--- config.mk ---
export PLATFORM = sky130hd
export DESIGN_NAME = hog_cell_orientation_histogram
export DESIGN_NICKNAME = d
export VERILOG_FILES = /design/src/rtl/hogcoh_pkg.sv /design/src/rtl/hog_cell_orientation_histogram.sv /design/src/rtl/hogcoh_pos.sv /design/src/rtl/hogcoh_bank.sv
export SDC_FILE = /design/constraint.sdc
export NUM_CORES = 2
export LEC_CHECK = 0
export BUFFER_PORTS_ARGS = -buffer_cell sky130_fd_sc_hd__buf_2
export CORE_AREA = 2 2 310 312
export CTS_CLUSTER_DIAMETER = 40
export DETAILED_ROUTE_END_ITERATION = 12
export DIE_AREA = 0 0 312 314
export GPL_ROUTABILITY_DRIVEN = 0
export PLACE_DENSITY = 0.71
export SLEW_MARGIN = 20
export SYNTH_ARGS = -nofsm -noshare
export SYNTH_HDL_FRONTEND = slang
export SYNTH_SLANG_ARGS = --single-unit
--- constraint.sdc ---
create_clock -name clock -period 20.6 [get_ports clock]
set_input_delay 1.03 -clock clock [delete_from_list [all_inputs] [get_ports clock]]
set_output_delay 1.03 -clock clock [all_outputs]
set_load 0.05 [all_outputs]
--- src/rtl/hogcoh_pkg.sv ---
// Shared types and constants for the cell orientation histogram block.
package hogcoh_pkg;

   localparam int MAX_BINS_DEF = 16;

   localparam int MAG_W       = 16;
   localparam int ORI_W       = 16;
   localparam int SUM_W       = 34;
   localparam int FRAC_W      = 8;
   localparam int BIN_IDX_W   = 4;
   localparam int BIN_COUNT_W = 5;
   localparam int SHARE_W     = MAG_W + FRAC_W + 1;

   localparam int                  INV_PI_W   = 24;
   localparam logic [INV_PI_W-1:0] INV_PI_Q24 = 24'd5340354;
   localparam int                  POS_SHIFT  = 28;

   localparam logic [SUM_W-1:0] SUM_MAX = '1;

   localparam int CSR_IDX_W  = 2;
   localparam int CSR_DATA_W = 5;

   localparam logic                   FULL_TURN_RST = 1'b0;
   localparam logic [BIN_COUNT_W-1:0] BIN_COUNT_RST = 5'd9;

   typedef enum logic [CSR_IDX_W-1:0] {
      CSR_FULL_TURN = 2'd0,
      CSR_BIN_COUNT = 2'd1
   } csr_reg_type;

   typedef struct packed {
      logic        [MAG_W-1:0] magnitude;
      logic signed [ORI_W-1:0] orientation;
      logic                    clear_first;
      logic                    last_pixel;
   } req_word_type;

   typedef struct packed {
      logic [BIN_IDX_W-1:0] bin_index;
      logic [SUM_W-1:0]     bin_value;
      logic                 last_bin;
   } rsp_word_type;

endpackage

--- src/rtl/hog_cell_orientation_histogram.sv ---
// Cell orientation histogram: per-pixel bilinear binning into a bin memory.
// A pixel keeps busy high from the start word through position calc and the
// lo/hi bin read-modify-writes; with last_pixel, bins 0 to n-1 then strobe out.
// Rate is set by the sequencer sharing one read and one write port of the bank.
// Results cannot be stalled. Reset: bins read as zero, full_turn 0, bin_count 9.
module hog_cell_orientation_histogram #(
   parameter int MAX_BINS = hogcoh_pkg::MAX_BINS_DEF
) (
   input  logic                                clock,
   input  logic                                reset,
   input  logic                                start,
   output logic                                busy,
   input  hogcoh_pkg::req_word_type            req_word,
   output logic                                rsp_strobe,
   output hogcoh_pkg::rsp_word_type            rsp_word,
   input  logic                                csr_valid,
   output logic                                csr_ready,
   input  logic [hogcoh_pkg::CSR_IDX_W-1:0]    csr_index,
   input  logic [hogcoh_pkg::CSR_DATA_W-1:0]   csr_data
);

   localparam int NW = $clog2(MAX_BINS + 1);
   localparam int AW = $clog2(MAX_BINS);
   localparam int SW = hogcoh_pkg::SUM_W;

   typedef enum logic [5:0] {
      ST_IDLE = 6'b000001,
      ST_CALC = 6'b000010,
      ST_WR1  = 6'b000100,
      ST_RD2  = 6'b001000,
      ST_WR2  = 6'b010000,
      ST_EMIT = 6'b100000
   } state_type;

   state_type                            state_in, state_ff;
   logic                                 full_turn_ff;
   logic [hogcoh_pkg::BIN_COUNT_W-1:0]   bin_count_ff;
   logic [NW-1:0]                        n_clamp, n_ff;
   logic                                 last_ff;
   logic [AW-1:0]                        k_in, k_ff;
   logic                                 emit_in, emit_ff;
   logic [AW-1:0]                        emit_idx_ff;
   logic                                 emit_last_in, emit_last_ff;
   logic                                 accept;

   logic                                 pos_done;
   logic [AW-1:0]                        lo_bin, hi_bin;
   logic [hogcoh_pkg::SHARE_W-1:0]       lo_share, hi_share, share;

   logic                                 rd_en, wr_en;
   logic [AW-1:0]                        rd_addr, wr_addr;
   logic [SW-1:0]                        rd_data, wr_data;
   logic [SW:0]                          sum;

   assign accept    = start & ~busy;
   assign busy      = (state_ff != ST_IDLE);
   assign csr_ready = 1'b1;

   always_comb begin
      if (bin_count_ff == '0) begin
         n_clamp = NW'(1);
      end else if (int'(bin_count_ff) > MAX_BINS) begin
         n_clamp = NW'(MAX_BINS);
      end else begin
         n_clamp = NW'(bin_count_ff);
      end
   end

   always_ff @(posedge clock) begin
      if (reset) begin
         full_turn_ff <= hogcoh_pkg::FULL_TURN_RST;
         bin_count_ff <= hogcoh_pkg::BIN_COUNT_RST;
      end else if (csr_valid && csr_ready) begin
         case (hogcoh_pkg::csr_reg_type'(csr_index))
            hogcoh_pkg::CSR_FULL_TURN: begin
               full_turn_ff <= csr_data[0];
            end
            hogcoh_pkg::CSR_BIN_COUNT: begin
               bin_count_ff <= csr_data;
            end
            default: begin
            end
         endcase
      end
   end

   hogcoh_pos #(
      .MAX_BINS (MAX_BINS)
   ) u_pos (
      .clock       (clock),
      .reset       (reset),
      .load        (accept),
      .magnitude   (req_word.magnitude),
      .orientation (req_word.orientation),
      .n           (n_clamp),
      .full_turn   (full_turn_ff),
      .done        (pos_done),
      .lo_bin      (lo_bin),
      .hi_bin      (hi_bin),
      .lo_share    (lo_share),
      .hi_share    (hi_share)
   );

   hogcoh_bank #(
      .MAX_BINS (MAX_BINS)
   ) u_bank (
      .clock   (clock),
      .reset   (reset),
      .clear   (accept & req_word.clear_first),
      .rd_en   (rd_en),
      .rd_addr (rd_addr),
      .rd_data (rd_data),
      .wr_en   (wr_en),
      .wr_addr (wr_addr),
      .wr_data (wr_data)
   );

   always_comb begin
      state_in     = state_ff;
      k_in         = k_ff;
      emit_in      = 1'b0;
      emit_last_in = 1'b0;
      rd_en        = 1'b0;
      rd_addr      = lo_bin;
      wr_en        = 1'b0;
      wr_addr      = lo_bin;
      share        = lo_share;
      case (state_ff)
         ST_IDLE: begin
            if (accept) begin
               state_in = ST_CALC;
            end
         end
         ST_CALC: begin
            if (pos_done) begin
               rd_en    = 1'b1;
               state_in = ST_WR1;
            end
         end
         ST_WR1: begin
            wr_en    = 1'b1;
            state_in = ST_RD2;
         end
         ST_RD2: begin
            rd_en    = 1'b1;
            rd_addr  = hi_bin;
            state_in = ST_WR2;
         end
         ST_WR2: begin
            wr_en    = 1'b1;
            wr_addr  = hi_bin;
            share    = hi_share;
            state_in = last_ff ? ST_EMIT : ST_IDLE;
         end
         ST_EMIT: begin
            rd_en        = 1'b1;
            rd_addr      = k_ff;
            emit_in      = 1'b1;
            emit_last_in = (NW'(k_ff) == n_ff - 1'b1);
            if (emit_last_in) begin
               k_in     = '0;
               state_in = ST_IDLE;
            end else begin
               k_in = k_ff + 1'b1;
            end
         end
         default: begin
            state_in = ST_IDLE;
         end
      endcase
   end

   // saturate the bin add
   assign sum     = {1'b0, rd_data} + (SW+1)'(share);
   assign wr_data = sum[SW] ? hogcoh_pkg::SUM_MAX : sum[SW-1:0];

   always_ff @(posedge clock) begin
      if (reset) begin
         state_ff <= ST_IDLE;
         k_ff     <= '0;
         emit_ff  <= 1'b0;
      end else begin
         state_ff <= state_in;
         k_ff     <= k_in;
         emit_ff  <= emit_in;
      end
   end

   always_ff @(posedge clock) begin
      if (accept) begin
         n_ff    <= n_clamp;
         last_ff <= req_word.last_pixel;
      end
      emit_idx_ff  <= k_ff;
      emit_last_ff <= emit_last_in;
   end

   assign rsp_strobe         = emit_ff;
   assign rsp_word.bin_index = hogcoh_pkg::BIN_IDX_W'(emit_idx_ff);
   assign rsp_word.bin_value = rd_data;
   assign rsp_word.last_bin  = emit_last_ff;

   a_strobe_after_emit: assert property (@(posedge clock) disable iff (reset)
      emit_ff |-> $past(state_ff == ST_EMIT))
      else $error("result word without a preceding emit cycle");

   a_pos_done_in_calc: assert property (@(posedge clock) disable iff (reset)
      pos_done |-> (state_ff == ST_CALC))
      else $error("bin position ready outside the calc state");

   a_last_word_idle: assert property (@(posedge clock) disable iff (reset)
      (emit_ff && emit_last_ff) |-> (state_ff == ST_IDLE))
      else $error("final bin word while the sequencer is still busy");

endmodule

--- src/rtl/hogcoh_pos.sv ---
// Bin position pipeline: orientation to wrapped bin pair and magnitude shares.
module hogcoh_pos #(
   parameter int  MAX_BINS = hogcoh_pkg::MAX_BINS_DEF,
   localparam int NW       = $clog2(MAX_BINS + 1),
   localparam int AW       = $clog2(MAX_BINS)
) (
   input  logic                                 clock,
   input  logic                                 reset,
   input  logic                                 load,
   input  logic        [hogcoh_pkg::MAG_W-1:0]  magnitude,
   input  logic signed [hogcoh_pkg::ORI_W-1:0]  orientation,
   input  logic        [NW-1:0]                 n,
   input  logic                                 full_turn,
   output logic                                 done,
   output logic        [AW-1:0]                 lo_bin,
   output logic        [AW-1:0]                 hi_bin,
   output logic        [hogcoh_pkg::SHARE_W-1:0] lo_share,
   output logic        [hogcoh_pkg::SHARE_W-1:0] hi_share
);

   localparam int P1W = hogcoh_pkg::ORI_W + NW + 1;
   localparam int P2W = P1W + hogcoh_pkg::INV_PI_W + 1;
   localparam int IW  = NW + 4;
   localparam int SW  = hogcoh_pkg::SHARE_W;
   localparam int FW  = hogcoh_pkg::FRAC_W;

   logic                          v1_ff, v2_ff, v3_ff;
   logic signed [P1W-1:0]         prod1_in, prod1_ff;
   logic signed [P2W-1:0]         prod2_in, prod2_ff;
   logic [hogcoh_pkg::MAG_W-1:0]  mag1_ff, mag2_ff;
   logic [NW-1:0]                 n1_ff, n2_ff;
   logic                          ft1_ff, ft2_ff;

   logic signed [P2W-1:0]         pos;
   logic signed [P2W-1:0]         idx_wide;
   logic signed [IW-1:0]          idx;
   logic signed [IW-1:0]          nx, n2x, n3x;
   logic signed [IW-1:0]          cand [6];
   logic signed [IW-1:0]          b1_wide;
   logic [FW-1:0]                 frac;
   logic [AW:0]                   b1_next;
   logic [AW-1:0]                 lo_bin_in, hi_bin_in, lo_bin_ff, hi_bin_ff;
   logic [SW-1:0]                 lo_share_in, hi_share_in, lo_share_ff, hi_share_ff;

   assign prod1_in = $signed(orientation) * $signed({1'b0, n});
   assign prod2_in = prod1_ff * $signed({1'b0, hogcoh_pkg::INV_PI_Q24});

   always_ff @(posedge clock) begin
      if (reset) begin
         v1_ff <= 1'b0;
         v2_ff <= 1'b0;
         v3_ff <= 1'b0;
      end else begin
         v1_ff <= load;
         v2_ff <= v1_ff;
         v3_ff <= v2_ff;
      end
   end

   always_ff @(posedge clock) begin
      if (load) begin
         prod1_ff <= prod1_in;
         mag1_ff  <= magnitude;
         n1_ff    <= n;
         ft1_ff   <= full_turn;
      end
      if (v1_ff) begin
         prod2_ff <= prod2_in;
         mag2_ff  <= mag1_ff;
         n2_ff    <= n1_ff;
         ft2_ff   <= ft1_ff;
      end
      if (v2_ff) begin
         lo_bin_ff   <= lo_bin_in;
         hi_bin_ff   <= hi_bin_in;
         lo_share_ff <= lo_share_in;
         hi_share_ff <= hi_share_in;
      end
   end

   always_comb begin
      pos      = ft2_ff ? (prod2_ff >>> (hogcoh_pkg::POS_SHIFT + 1))
                        : (prod2_ff >>> hogcoh_pkg::POS_SHIFT);
      frac     = pos[FW-1:0];
      idx_wide = pos >>> FW;
      idx      = idx_wide[IW-1:0];
      nx       = $signed({4'b0000, n2_ff});
      n2x      = nx <<< 1;
      n3x      = nx + n2x;
      cand[0]  = idx + n3x;
      cand[1]  = idx + n2x;
      cand[2]  = idx + nx;
      cand[3]  = idx;
      cand[4]  = idx - nx;
      cand[5]  = idx - n2x;
      b1_wide  = '0;
      for (int k = 5; k >= 0; k--) begin
         if (cand[k] >= 0 && cand[k] < nx) begin
            b1_wide = cand[k];
         end
      end
      lo_bin_in = b1_wide[AW-1:0];
      b1_next   = {1'b0, lo_bin_in} + 1'b1;
      hi_bin_in = (b1_next == (AW+1)'(n2_ff)) ? '0 : b1_next[AW-1:0];
      hi_share_in = SW'(mag2_ff) * SW'(frac);
      lo_share_in = SW'(mag2_ff) * (SW'(1 << FW) - SW'(frac));
   end

   assign done     = v3_ff;
   assign lo_bin   = lo_bin_ff;
   assign hi_bin   = hi_bin_ff;
   assign lo_share = lo_share_ff;
   assign hi_share = hi_share_ff;

endmodule

--- src/rtl/hogcoh_bank.sv ---
// Bin sum memory with registered read and per-entry valid bits for fast clear.
module hogcoh_bank #(
   parameter int  MAX_BINS = hogcoh_pkg::MAX_BINS_DEF,
   localparam int AW       = $clog2(MAX_BINS)
) (
   input  logic                          clock,
   input  logic                          reset,
   input  logic                          clear,
   input  logic                          rd_en,
   input  logic [AW-1:0]                 rd_addr,
   output logic [hogcoh_pkg::SUM_W-1:0]  rd_data,
   input  logic                          wr_en,
   input  logic [AW-1:0]                 wr_addr,
   input  logic [hogcoh_pkg::SUM_W-1:0]  wr_data
);

   logic [hogcoh_pkg::SUM_W-1:0] mem [MAX_BINS];
   logic [MAX_BINS-1:0]          valid_in, valid_ff;
   logic [hogcoh_pkg::SUM_W-1:0] rd_data_ff;
   logic                         rd_hit_ff;

   always_comb begin
      valid_in = valid_ff;
      if (clear) begin
         valid_in = '0;
      end
      if (wr_en) begin
         valid_in[wr_addr] = 1'b1;
      end
   end

   always_ff @(posedge clock) begin
      if (reset) begin
         valid_ff <= '0;
      end else begin
         valid_ff <= valid_in;
      end
   end

   always_ff @(posedge clock) begin
      if (wr_en) begin
         mem[wr_addr] <= wr_data;
      end
      if (rd_en) begin
         rd_data_ff <= mem[rd_addr];
         rd_hit_ff  <= valid_ff[rd_addr];
      end
   end

   assign rd_data = rd_hit_ff ? rd_data_ff : '0;

endmodule
* After elaboration in Yosys (flattened, before gate mapping)
Memories as Yosys holds them, arrays and structs flattened. A register that Yosys moved wholly into a read port is not among the register bits.
Cells that the tools add are included.
** Storage, ports and cells
- Flip-flop bits (word level) :: 211
- Bits in writable memories :: 544
- Input bits :: 45
- Output and inout port bits :: 42
- Memories kept :: 1
** Operators by class
- Add/sub/neg operators :: 11
- Multipliers :: 4
- Order comparisons :: 16
- Equality and inequality tests :: 13
- Muxes and demuxes :: 32
- Bitwise gates (word level) :: 4
- Reduce and logical (&&, ||, !) cells :: 14
** Memory list
- u_bank.mem :: depth 16, bits a word 34, read ports 1, clocked after Yosys merged registers in 1, write ports 1, line hogcoh_bank.sv:17 : logic [hogcoh_pkg::SUM_W-1:0] mem [MAX_BINS];
** Operators by type and width (count)
- $mux W34 :: 2
- $ge A9 B1 Y1 const B :: 6
- $lt A9 B6 Y1 :: 6
- $mul A22 B23 Y45 const B :: 1
- $pmux W6 S6 :: 1
- $add A34 B25 Y35 :: 1
- $mux W16 :: 2
- $mux W4 :: 8
- $mul A16 B25 Y25 :: 1
- $mux W25 :: 1
- $mul A16 B8 Y24 :: 1
- $mux W6 :: 4
- $mul A16 B6 Y22 :: 1
- $mux W17 :: 1
- $or A16 B16 Y16 :: 1
- $lt A4 B5 Y1 const B :: 2
- $mux W5 :: 2
- $sub A9 B8 Y10 const A :: 1
- $add A9 B6 Y9 :: 1
- $add A9 B7 Y9 :: 1
- $add A9 B8 Y9 :: 1
- $sub A9 B6 Y9 :: 1
- $sub A9 B7 Y9 :: 1
- $pmux W4 S2 :: 1
- 30 further kinds :: 46

* Depth between registers and ports, before layout
- Word-level depth :: 12
- Mapped depth :: 32

* Cells and area by module
Synthesis repeated with hierarchy kept, for this count alone.
** Unflattened totals
- Cell total of the unflattened synthesis :: 3909
- Area, all modules :: 50978.9 um2
** Modules (own cells, without submodules)
- hogcoh_pos :: instances 1, cells each 2427, area each 24933.9 um2, seq. area each 4264.1 um2
- hogcoh_bank :: instances 1, cells each 996, area each 22683.0 um2, seq. area each 17707.0 um2
- hog_cell_orientation_histogram :: instances 1, cells each 486, area each 3362.0 um2, seq. area each 620.6 um2

* Least setup slack after synthesis
No wires, ideal clock.
- Path kind :: register -> register
- Start point :: reg u_pos.ft2_ff
- End point :: reg u_pos.lo_share_ff[23], in the netlist u_pos.lo_share[23] (data pin)
- Setup time :: 258 ps
- Arrival :: 7135 ps
- Data required time :: 20342 ps
- Slack :: 13208 ps
- Stages on the path, launching flop included :: 27
- Buffers on the path :: 3
- Cells stage by stage :: edfxtp_1 > buf_6 > buf_1 > mux2_2 > inv_1 > ha_1 > nand3_1 > xnor2_1 > clkbuf_1 > and2_1 > fa_1 > fa_1 > ha_1 > inv_1 > fa_1 > fa_1 > inv_1 > fa_1 > ha_1 > o21a_1 > o41ai_1 > o21ai_0 > o41a_1 > a211oi_1 > o21ai_0 > a21oi_1 > xnor2_1
** On the way
- Longest elaborated chain between the ends :: 3
** Ends and longest elaborated chain
- start, declared :: line hogcoh_pos.sv:32 : logic ft1_ff, ft2_ff;
- start signal, assigned :: line hogcoh_pos.sv:71 : ft2_ff <= ft1_ff;
- $mux W17 :: line hogcoh_pos.sv:82 : pos = ft2_ff ? (prod2_ff >>> (hogcoh_pkg::POS_SHIFT + 1))
- $sub A9 B8 Y10 :: line hogcoh_pos.sv:106 : lo_share_in = SW'(mag2_ff) * (SW'(1 << FW) - SW'(frac));
- $mul A16 B25 Y25 :: line hogcoh_pos.sv:106
- net u_pos.lo_share_in[23] :: line hogcoh_pos.sv:43 : logic [SW-1:0] lo_share_in, hi_share_in, lo_share_ff, hi_share_ff;
- end signal, assigned :: line hogcoh_pos.sv:76 : lo_share_ff <= lo_share_in;
- end, declared :: line hogcoh_pos.sv:43
The timed path passes the listed nets, and every way through them passes these cells.
A chain may end at the register's enable or synchronous reset.

* Worst setup path after layout
Ends and elaborated chain as after synthesis.

==> impl_results.md <==
- CTS tree: built
- Top-level I/O count: 87
- CP delay by family, top: adder cells
- Total core area: 94400 um2
- Setup Buffers After CTS: 0
- Min setup slack post-route: 12420 ps
- CTS root buffer: clkbuf_16
- DR pass1 iterations: 6
- Clk buf depth: 3
- Post-route cell area: 57200 um2
- Initial antenna violation count: 1
- Commonest register cell after synthesis: edfxtp_1
- Routed length per instance: 20.8 um
- Initial Util: 0.547
- Largest net degree at the start of global routing: 220
- Bufs and invs on worst path: 6
- Worst-Margin Slew: 1210 ps
- Initial DRC count: 3124
- Post-synth EDFFs: 720
- Die height: 314 um
- Util after Layout: 0.605
- Pre-CTS setup slack: 12480 ps
- Synth top area share: 0.418
- Startpoint types: register
- Max Slew Vio Count: 0
- Vias: 34100
- Via density: 5.74
- Slew margin rel.: 0.193
- Area contributors post-synth: edfxtp_1 (42%), fa_1 (15%), ha_1 (12%)
- Yosys top cell by area: edfxtp_1
- Total Wirelength: 123 mm
- CP Capture Type: register
- Unique masters post-synth: 80
- Hold-fix buffers, CTS: 0
- DR DRC count: 0
- Mapped Area: 51700 um2
- Setup TNS: 0 ps
- Worst path max stage delay: 960 ps
- Diode count: 0
- Fillers: 7551
- GR Overflow Total: 0
- Vias in the first global route: 34900
- Placed Area: 53600 um2
- H-tree levels: 3
- Net count after synthesis: 5458
- Register bit count reported by yosys: 761
- CP required: 21020 ps
- Die Area: 98000 um2
- Worst skew pair latency: 710 ps
- Clk slew on worst S/H paths: 60 ps
- Die X: 312 um
- Worst Skew: 60.9 ps
- Final hold viol count: 0
- Layout Area Growth over Synthesis: 10.6%
- Endpoints failing setup: 0
- Yosys warns: 0
- Post-CTS Resized: 0
- Max cap viols: 0
- RSZ-0062 raised after global routing: no
- Clock Sinks: 761
- Status: completed
- Count leader, synth: edfxtp_1
- Hold Crit Class: reg2reg
- Final period util: 0.397
- Rows: 113
- GRT Total Usage: 0.255
- Min Tclk post-route: 8180 ps
- Worst path slowest cell: edfxtp_1
- List of most frequent post-synthesis cells: edfxtp_1 (720), inv_1 (561), nand2_1 (559)
- Arr. time, crit path: 8600 ps
- TritonCTS Buffers: 103
- CP Class: reg2reg
- Post-synthesis cell count: 4544
- Critical path peak fanout: 20
- Post-route ant nets: 0
- DP HPWL: 80.3 mm
- Fmax: 122 MHz
- Register area share after synthesis: 0.434
- Fraction of registers with async set/reset: 0
- Layout cells sized above 1: 0.0820
- PortBufs: 85
- First-pass GRT wire length: 195 mm
- Final Net Count: 5506
- Syn_area_per_cell: 11.4 um2
## metrics by stage
stage                     instances  hold slack, ps
after global placement         5752             401
after global routing           5946             414
after floorplan                4544             385
final                          5946             411
after detailed placement       5752             405
after CTS                      5946             412
## per-layer routing
layer	up-vias	wire length [um]	track usage
met3	195	8770	0.0327
met4	0	3070	0.0776
met5	-	0	0
li1	15900	-	-
met2	1155	61300	0.441
met1	16900	50300	0.338
## placed cells by master (no fill, tap or decap), drive strengths merged, types with 44 or more instances in the layout
cell,netlist,final
edfxtp,720,720
inv,563,585
nand2,559,559
ha,491,491
fa,378,378
and2,200,200
a21oi,193,193
a211oi,182,182
and3,152,152
nor2,138,138
buf,17,136
clkbuf,176,110
xnor2,101,101
a31oi,85,85
a311oi,70,70
nor2b,69,69
xor2,45,45
a21o,44,44
clkinv,0,44
## path summary, 6_finish.rpt
path         slack, ps            endpoint  depth (start not counted)         startpoint
max              12420  u_pos.lo_share[23]                         25       u_pos.ft2_ff
min reg2reg        410   u_pos.mag2_ff[14]                          0  u_pos.mag1_ff[14]
max reg2reg      12420  u_pos.lo_share[23]                         25       u_pos.ft2_ff
min                410   u_pos.mag2_ff[14]                          0  u_pos.mag1_ff[14]
## area by class of cell
| type | count | area, um2 | share of cell area |
|---|---|---|---|
| well taps | 1265 | 1580 | 0.0277 |
| repair buffers | 136 | 821 | 0.0144 |
| flip-flops and latches | 761 | 22400 | 0.392 |
| inverters | 563 | 2120 | 0.0370 |
| multi-input cells | 3027 | 26600 | 0.465 |
| clock buffers | 110 | 2630 | 0.0459 |
| clock inverters | 84 | 980 | 0.0171 |
## sequential cells by signal (all words and copies together), names as in the netlist, 6 cells and up
register / count
u_pos.prod1_ff: 22
u_bank.rd_data_ff: 34
u_bank.valid_ff: 16
u_pos.prod2_ff: 18
u_pos.hi_share: 23
u_pos.mag1_ff: 16
u_pos.lo_share: 25
u_pos.mag2_ff: 16
u_bank.mem: 544
state_ff: 6
## cells by family (layout without fill, tap and decap cells)
| group | count (synthesis) | count (layout) | share of synthesized area |
|---|---|---|---|
| adder cells (fa/ha/maj) | 869 | 869 | 0.265 |
| AND/OR/NAND/NOR | 1271 | 1271 | 0.120 |
| XOR/XNOR | 147 | 147 | 0.0252 |
| buffers and inverters | 756 | 893 | 0.0554 |
| flip-flops | 761 | 761 | 0.434 |
| AO/OA/AOI/OAI | 714 | 714 | 0.0946 |
| multiplexers | 25 | 25 | 0.00530 |
| other | 1 | 1 | 0.0000725 |
Power is not shown: default switching activity piles up to over one toggle a cycle in this logic, so the estimate is an artifact.
